## src/rtl/assert_macros.svh

```systemverilog
// Assertion macros used by ordered_value_list.sv to check its own logic.
`ifndef ASSERT_MACROS_SVH
`define ASSERT_MACROS_SVH

// Concurrent check on the rising clock edge, off while reset is low.
`define OVL_ASSERT(lbl, clk, rst_n, prop) \
    lbl: assert property (@(posedge clk) disable iff (!(rst_n)) (prop)) \
        else $error("ordered_value_list check failed");

// Concurrent check on the rising clock edge, always active.
`define OVL_ASSERT_ALWAYS(lbl, clk, prop) \
    lbl: assert property (@(posedge clk) (prop)) \
        else $error("ordered_value_list check failed");

`endif

```

## src/rtl/ovl_pkg.sv

```systemverilog
`timescale 1ns / 1ps

package ovl_pkg;

    // List size and derived widths
    localparam int CAPACITY = 16;
    localparam int CNT_W    = $clog2(CAPACITY + 1);
    localparam int IDX_W    = (CAPACITY > 1) ? $clog2(CAPACITY) : 1;

    // Opcodes
    localparam logic OP_APPEND = 1'b0;
    localparam logic OP_REMOVE = 1'b1;

    // Status codes
    localparam logic [1:0] STAT_OK        = 2'd0;
    localparam logic [1:0] STAT_FULL      = 2'd1;
    localparam logic [1:0] STAT_EMPTY     = 2'd2;
    localparam logic [1:0] STAT_NOT_FOUND = 2'd3;

    // Command word
    typedef struct packed {
        logic               opcode;
        logic signed [31:0] value;
    } t_cmd;

    // Result word
    typedef struct packed {
        logic [1:0] status;
        logic [4:0] count;
        logic       full_res;
        logic       empty_res;
    } t_result;

    // Controller states
    typedef enum logic {
        ST_IDLE,
        ST_EXEC
    } t_state;

    // Broadcast control from the controller to every cell
    typedef struct packed {
        logic               load_cmp;
        logic               exec_rm;
        logic               exec_app;
        logic signed [31:0] value;
        logic [CNT_W-1:0]   count;
    } t_cell_ctl;

endpackage

```

## src/rtl/ordered_value_list.sv

```systemverilog
`timescale 1ns / 1ps
//
// Channel   Ports                     Direction  Handshake
// command   i_cmd (t_cmd)             in         i_start high while o_busy low
// result    o_result (t_result)       out        o_done high for one cycle
//
// For each command the accept edge loads the compare in every cell, and the
// next edge shifts or appends through the cell row and registers the result
// word. o_done rises at that same edge and lasts one cycle.
// o_busy is high for the one execute cycle; the next command can be taken
// in the cycle the result shows. Synchronous active-low reset empties the list.
// The receiver cannot stall; results are never held.
//
`include "assert_macros.svh"

module ordered_value_list import ovl_pkg::*; (
    input  logic    i_clk,
    input  logic    i_rst_n,
    input  logic    i_start,
    input  t_cmd    i_cmd,
    output logic    o_busy,
    output logic    o_done,
    output t_result o_result
);

    t_state             r_state;
    t_state             n_state;
    logic               r_op;
    logic signed [31:0] r_value;
    logic [CNT_W-1:0]   r_count;
    logic [CNT_W-1:0]   n_count;
    logic               r_done;
    t_result            r_result;
    t_result            n_result;
    logic               w_accept;
    logic               w_found;
    t_cell_ctl          w_ctl;

    logic               w_hit [CAPACITY+1];
    logic signed [31:0] w_cell_value [CAPACITY];

    assign w_accept = i_start && (r_state == ST_IDLE);

    // Next state
    always_comb begin
        n_state = r_state;
        unique case (r_state)
            ST_IDLE: begin
                if (i_start) n_state = ST_EXEC;
            end
            ST_EXEC: n_state = ST_IDLE;
            default: n_state = ST_IDLE;
        endcase
    end

    // Cell controls
    always_comb begin
        w_ctl.load_cmp = w_accept;
        w_ctl.exec_rm  = (r_state == ST_EXEC) && (r_op == OP_REMOVE);
        w_ctl.exec_app = (r_state == ST_EXEC) && (r_op == OP_APPEND)
                         && (r_count < CNT_W'(CAPACITY));
        w_ctl.value    = (r_state == ST_EXEC) ? r_value : i_cmd.value;
        w_ctl.count    = r_count;
    end

    // Cell row
    assign w_hit[0] = 1'b0;
    genvar g;
    generate
        for (g = 0; g < CAPACITY; g++) begin : g_cell
            logic signed [31:0] w_next;
            if (g == CAPACITY - 1) begin : g_last
                assign w_next = w_cell_value[g];
            end else begin : g_mid
                assign w_next = w_cell_value[g+1];
            end
            ovl_cell u_cell (
                .i_clk        (i_clk),
                .i_rst_n      (i_rst_n),
                .i_ctl        (w_ctl),
                .i_idx        (IDX_W'(g)),
                .i_next_value (w_next),
                .i_hit        (w_hit[g]),
                .o_hit        (w_hit[g+1]),
                .o_value      (w_cell_value[g])
            );
        end
    endgenerate
    assign w_found = w_hit[CAPACITY];

    // Result and new count for the executing command
    always_comb begin
        n_count = r_count;
        if (r_op == OP_APPEND) begin
            if (r_count >= CNT_W'(CAPACITY)) begin
                n_result.status = STAT_FULL;
            end else begin
                n_result.status = STAT_OK;
                n_count         = r_count + 1'b1;
            end
        end else if (r_count == '0) begin
            n_result.status = STAT_EMPTY;
        end else if (!w_found) begin
            n_result.status = STAT_NOT_FOUND;
        end else begin
            n_result.status = STAT_OK;
            n_count         = r_count - 1'b1;
        end
        n_result.count     = 5'(n_count);
        n_result.full_res  = n_count == CNT_W'(CAPACITY);
        n_result.empty_res = n_count == '0;
    end

    // Control registers
    always_ff @(posedge i_clk) begin
        if (!i_rst_n) begin
            r_state <= ST_IDLE;
            r_count <= '0;
            r_done  <= 1'b0;
        end else begin
            r_state <= n_state;
            r_done  <= r_state == ST_EXEC;
            if (r_state == ST_EXEC) r_count <= n_count;
        end
    end

    // Command and result words
    always_ff @(posedge i_clk) begin
        if (w_accept) begin
            r_op    <= i_cmd.opcode;
            r_value <= i_cmd.value;
        end
        if (r_state == ST_EXEC) r_result <= n_result;
    end

    assign o_busy   = r_state == ST_EXEC;
    assign o_done   = r_done;
    assign o_result = r_result;

    // Checks
    `OVL_ASSERT(a_done_after_accept, i_clk, i_rst_n, (i_start && !o_busy) |-> ##2 o_done)
    `OVL_ASSERT(a_busy_one_cycle, i_clk, i_rst_n, o_busy |=> !o_busy)
    `OVL_ASSERT(a_count_bound, i_clk, i_rst_n, r_count <= CNT_W'(CAPACITY))
    `OVL_ASSERT(a_fail_keeps_count, i_clk, i_rst_n,
                (o_done && (o_result.status != STAT_OK)) |-> $stable(r_count))

endmodule

```

## src/rtl/ovl_cell.sv

```systemverilog
`timescale 1ns / 1ps

module ovl_cell import ovl_pkg::*; (
    input  logic               i_clk,
    input  logic               i_rst_n,
    input  t_cell_ctl          i_ctl,
    input  logic [IDX_W-1:0]   i_idx,
    input  logic signed [31:0] i_next_value,
    input  logic               i_hit,
    output logic               o_hit,
    output logic signed [31:0] o_value
);

    logic signed [31:0] r_value;
    logic               r_match;
    logic               w_live;
    logic               w_tail;

    // Slot position against the current count
    assign w_live = CNT_W'(i_idx) < i_ctl.count;
    assign w_tail = CNT_W'(i_idx) == i_ctl.count;

    // Compare on accept; only live slots can match
    always_ff @(posedge i_clk) begin
        if (!i_rst_n) begin
            r_match <= 1'b0;
        end else if (i_ctl.load_cmp) begin
            r_match <= w_live && (r_value == i_ctl.value);
        end
    end

    // Shift left from the first hit onward, or take the appended word at the tail
    always_ff @(posedge i_clk) begin
        if (i_ctl.exec_rm && (i_hit || r_match)) begin
            r_value <= i_next_value;
        end else if (i_ctl.exec_app && w_tail) begin
            r_value <= i_ctl.value;
        end
    end

    // Hit chain toward the tail
    assign o_hit   = i_hit | r_match;
    assign o_value = r_value;

endmodule
```

## config.mk

```make
export PLATFORM = sky130hd
export DESIGN_NAME = ordered_value_list
export DESIGN_NICKNAME = d
export VERILOG_FILES = /design/src/rtl/ovl_pkg.sv /design/src/rtl/ordered_value_list.sv /design/src/rtl/ovl_cell.sv
export VERILOG_INCLUDE_DIRS = /design/src /design/src/rtl
export SDC_FILE = /design/constraint.sdc
export NUM_CORES = 1
export LEC_CHECK = 0
export BUFFER_PORTS_ARGS = -buffer_cell sky130_fd_sc_hd__buf_2
export CAP_MARGIN = 20
export CORE_ASPECT_RATIO = 1.75
export CORE_MARGIN = 1.5
export CORE_UTILIZATION = 68
export DETAILED_ROUTE_END_ITERATION = 6
export GPL_TIMING_DRIVEN = 1
export PLACE_DENSITY_LB_ADDON = 0.1
export SKIP_CTS_REPAIR_TIMING = 1
export SLEW_MARGIN = 20
export SYNTH_ARGS = -nofsm -noshare
export SYNTH_HDL_FRONTEND = slang
export SYNTH_SLANG_ARGS = --single-unit
export TNS_END_PERCENT = 20
```

## constraint.sdc

```tcl
create_clock -name i_clk -period 12.85 [get_ports i_clk]
set_input_delay 0 -clock i_clk [delete_from_list [all_inputs] [get_ports i_clk]]
set_output_delay 0 -clock i_clk [all_outputs]
set_load 0.01 [all_outputs]
```

Word-level counts from Yosys, hierarchy flattened

Cells that the tools add are included.

Memories: 0
Bits in registers: 577
Bits in read-only memories: 0
Bits in latches: 0
Bits of input ports: 36
Memory bits (writable): 0

Mux-type cells: 41
Shifts and indexed selects: 0
Bitwise gates (word level): 18
Div/mod/pow operators: 0
Reduce and logical (&&, ||, !) cells: 85
$mul: 0
Add/sub/neg operators: 2
$lt $le $gt $ge: 18
Equality and inequality tests: 32

Operators by type and width:

| operator                                                 | number |
|---|---|
| 2-to-1 mux 32 bit                                        | 31 |
| == test 32 bit                                           | 16 |
| logical AND 1 bit                                        | 52 |
| == test 4 x 5 -> 1 bit, first input constant             | 8 |
| < comparator 4 x 5 -> 1 bit, first input constant        | 8 |
| nonzero test 2 bit                                       | 15 |
| == test 3 x 5 -> 1 bit, first input constant             | 4 |
| < comparator 3 x 5 -> 1 bit, first input constant        | 4 |
| 2-to-1 mux 5 bit                                         | 4 |
| logical OR 1 bit                                         | 15 |
| bitwise OR 1 bit                                         | 15 |
| == test 2 x 5 -> 1 bit, first input constant             | 2 |
| zero test 5 bit                                          | 2 |
| < comparator 1 x 5 -> 1 bit, first input constant        | 2 |
| < comparator 2 x 5 -> 1 bit, first input constant        | 2 |
| 2-to-1 mux 2 bit                                         | 3 |
| adder 5 x 1 -> 5 bit, second input constant              | 1 |
| == test 1 x 5 -> 1 bit, first input constant             | 1 |
| == test 5 bit, second input constant                     | 1 |
| greater-or-equal comparator 5 bit, second input constant | 1 |
| < comparator 5 bit, second input constant                | 1 |
| subtractor 5 x 1 -> 5 bit, second input constant         | 1 |
| inverter 1 bit                                           | 3 |
| 2-to-1 mux 1 bit                                         | 2 |
| other kinds (2)                                          | 2 |

Longest topological paths before layout

Word-level depth: 19
Mapped depth: 9

Cells and area by module

A second synthesis with hierarchy kept.

Cell total of the unflattened synthesis: 2237
Area, all modules: 32550.0 um2

Modules (own cells, without submodules):

| module                           | times used | area an instance (um2) | seq. area each (um2) | cells an instance |
|---|---|---|---|---|
| ovl_cell (g_cell[12].u_cell ...) | 13         | 1865.5                 | 980.9                | 130 |
| ovl_cell (g_cell[0].u_cell ...)  | 3          | 2018.2                 | 980.9                | 131 |
| ordered_value_list               | 1          | 2243.4                 | 1401.3               | 154 |

Worst setup path before layout

Ideal clock, no wire load.

Kind: register -> register
Start: register r_state (netlist: o_busy)
End: register g_cell[13].u_cell.r_value[0], enable pin
Data required time: 12380 ps
Arrival time: 3808 ps
Path slack: 8572 ps
Stages on the path, launching flop included: 6
Path buffers: 2
Period minus slack after synthesis: 4278 ps
Setup time: 470 ps
Cell sequence: dfxtp_1 buf_6 buf_6 and2_1 nand3_1 o31ai_1

Longest elaborated chain between the ends: 4
Elaborated cells on any way between the ends: 6
Classes of those cells: 6 x reduce/logical

RTL lines:

| element                        | line                      | text |
|---|---|---|
| start, declared                | ordered_value_list.sv:26  | `t_state r_state;` |
| start signal, assigned         | ordered_value_list.sv:121 | `r_state <= n_state;` |
| logical AND 1 bit              | ordered_value_list.sv:60  | `w_ctl.exec_app = (r_state == ST_EXEC) && (r_op == OP_APPEND)` |
| logical AND 1 bit              | ordered_value_list.sv:61  | `&& (r_count < CNT_W'(CAPACITY));` |
| logical AND 1 bit              | ovl_cell.sv:36            | `end else if (i_ctl.exec_app && w_tail) begin` |
| nonzero test 2 bit (no line) * | --                        |  |
| end signal, assigned           | ovl_cell.sv:35            | `r_value <= i_next_value;` |
| end signal, assigned           | ovl_cell.sv:37            | `r_value <= i_ctl.value;` |
| end, declared                  | ovl_cell.sv:14            | `logic signed [31:0] r_value;` |

Mark *: on every way between the ends. The rest lies on a longest branch, timed or not.
A chain may end at the register's enable or synchronous reset.

Final worst setup path

Start: register r_state (netlist: o_busy)
End: register g_cell[4].u_cell.r_match

Longest elaborated chain between the ends: 3
Elaborated cells on any way between the ends: 5
Classes of those cells: 1 x eq/ne; 1 x mux; 1 x bitwise; 2 x reduce/logical

RTL lines:

| element              | line                     | text |
|---|---|---|
| 2-to-1 mux 32 bit    | ordered_value_list.sv:62 | `w_ctl.value = (r_state == ST_EXEC) ? r_value : i_cmd.value;` |
| == test 32 bit       | ovl_cell.sv:28           | `r_match <= w_live && (r_value == i_ctl.value);` |
| logical AND 1 bit    | ovl_cell.sv:28           |  |
| end signal, assigned | ovl_cell.sv:28           |  |
| end, declared        | ovl_cell.sv:15           | `logic r_match;` |

Parallel ways exist; a longest one is shown, timed or not.

==> impl_metrics.toml <==
[logic_synthesis]
syn-num-nets = 2724
synth_top_area_share_pct = 56.1
synthFlopType = "edfxtp_1"
synth-edff-count = 554
yosysUniqueCellTypes = 46
synth_top_area_cell = "edfxtp_1"
synth_cells = 2683
netlist_area_sq_um = 29700
synthArstFlopShare_pct = 0
syn_area_per_cell_sq_um = 11.1
yosysMostFrequentCell = "edfxtp_1"
synth.area.top_cells = "edfxtp_1 (56%), xor2_1 (9.1%), a21oi_1 (8.3%)"
synth-seq-area-share_pct = 57.6
synth_seq_cells = 577
yosys_warnings = 0
synthTopCellsByCount = "edfxtp_1 (554), a21oi_1 (491), nor2_1 (491), xor2_1 (309), xnor2_1 (203)"

[floorplanning]
rows = 101
die_x_um = 161
io_pins = 47
fp.dieArea_sq_um = 44900
start_util_pct = 68.6
die_y_um = 279
core_sq_um = 43200

[layout]
area_growth_syn_to_layout_pct = 8.81
fin_cells = 3268
final_util_pct = 74.7
multi_input_area_sq_um = 11600
layout-drive-gt1-share_pct = 9.33
fin_area_sq_um = 32300
seqCellArea_sq_um = 17100
fillers = 2888
fin_nets = 2701

[timing]
worst_slack_ns = 8.95
timing.fmax_mhz = 256
drv_slew = 0
relSlewSlack_pct = 27.3
setup_viol = 0
skew_ns = 0.0235
period_needed_ns = 3.90
tightest_slew_ns = 1.09
hold_viol_final = 0
period_share_pct = 30.4
rsz0062_at_grt = "false"
tns_ns = 0

[min_path]
hold_class = "in2reg"

[power_and_ir_drop]
power.leakage_nw = 11.1
p_per_area_nw_per_um2 = 126
vdd_drop_max_v = 0.000152

[placed_design]
place_ws_ns = 8.97
gp_congestion = 0.967
portBuffers = 46
placed_area_sq_um = 30300
place_inst = 3138
dp_hpwl_um = 57200

[global_route]
top_usage_layer = "met2"
grt_first_pass_wirelength_um = 126000
met3_usage_pct = 6.86
overflow = 0
antenna_found_initial = 1
grt_usage_pct = 38.4
grtUsageMet1_pct = 39.6
grt_max_degree = 66
met2_usage_pct = 68.3
grt_pass1_vias = 21000

[drt]
drt_wl_total_um = 86300
vias = 21100
antenna_left = 0
drt_iter0_drc = 2226
vias_per_cell = 6.47
wl_per_cell_um = 26.4
drc = 0
dr.pass1.iters = 7

[clock_network]
numClockSinks = 577
clk_pin_slew_ns = 0.07
tritoncts = "yes"
cts_buffers = 51
htree_num_levels = 2
clockBufferDepth = 3
cts_root_buf = "clkbuf_16"
clk_latency_ns = 0.59

[worst_setup_path]
required_ns = 13.37
path_cells = "buf_4 > mux2i_4 > buf_4 > xor2_1 > nand4_1 > a2111oi_0 > nand4_1 > o21ai_1"
critPathKind = "reg2reg"
critical_path.top_delay_family = "buffers and inverters"
crit_path_max_incr_delay_ns = 0.82
crit_buf_inv = 2
arrival_ns = 4.42
worst-path-max-fanout = 41
cp-end-kind = "flip-flop"
start_kind = "flip-flop"
crit_slowest_cell = "buf_4"

[run]
maxCapViolCount = 0

[status]
outcome = "complete, no violations"
[metal layers]
metal	up-vias	share of wire, %
met5	-	0
met3	457	7.4
met1	10100	32
met2	1187	51
met4	0	9.7
li1	9374	-
[per-stage QoR]
step,hold WS (ns),power [W]
6_report,0.137,0.00405
2_1_floorplan,0.0989,0.00242
3_3_place_gp,0.224,0.00254
5_1_grt,0.146,0.00413
3_5_place_dp,0.209,0.00255
4_1_cts,-0.396,0.00404
[cell type report]
| class | count | share of cell area (%) |
|---|---|---|
| inverters | 45 | 0.523 |
| multi-input cells | 1842 | 36.1 |
| flip-flops and latches | 577 | 53.0 |
| clock inverters | 30 | 0.775 |
| clock buffers | 64 | 4.20 |
| well taps | 566 | 2.19 |
| repair buffers | 143 | 3.27 |
| diodes | 1 | 0.00775 |
[sequential cells by signal (all words and copies together) (netlist names)]
register	flops
r_count	5
r_op	1
o_result	9
o_busy	1
o_done	1
r_value	32
g_cell.u_cell.o_value	512
g_cell.u_cell.r_match	16
[logic make-up after synthesis]
group | share of synthesized area [%]
muxes | 2.36
DFF | 57.6
xor gates and xnor gates | 15.1
adders and majority gates | 0.211
and+or+nand+nor | 10.8
AOI/OAI and AO/OA | 9.82
buffers and inverters | 4.02
[placed cells by master, fill, tap and decap left out, drive strengths merged, types with 36 or more instances in the layout]
| cell type | count |
|---|---|
| a21oi | 491 |
| o21ai | 36 |
| nor2 | 491 |
| buf | 109 |
| nand4 | 90 |
| xor2 | 309 |
| inv | 46 |
| nor4 | 68 |
| nand2 | 40 |
| clkbuf | 64 |
| edfxtp | 554 |
| xnor2 | 203 |
[final timing paths]
kind                                                start                         to  slack [ns]  cells past startpoint
worst min register to register  g_cell[14].u_cell.r_match  g_cell[14].u_cell.r_match        0.51                      2
worst max-delay path                               o_busy   g_cell[4].u_cell.r_match        8.95                      8
worst min-delay path                              i_start                r_value[31]        0.14                      3
worst max register to register                     o_busy   g_cell[4].u_cell.r_match        8.95                      8
[worst register-to-register path, stage by stage (launching register included)]
cell       delay, ns
dfxtp_4         0.71
buf_4           0.82
mux2i_4         0.36
buf_4           0.50
xor2_1          0.20
nand4_1         0.10
a2111oi_0       0.81
nand4_1         0.18
o21ai_1         0.17
[where the power goes]
part	switching [W]	leakage [nW]	internal, W
Clock	0.000688	0.780	0.000828
Combinational	0.000288	5.15	0.000145
Sequential	0.0000142	5.19	0.00209
Power figures use the tool's default switching activity.
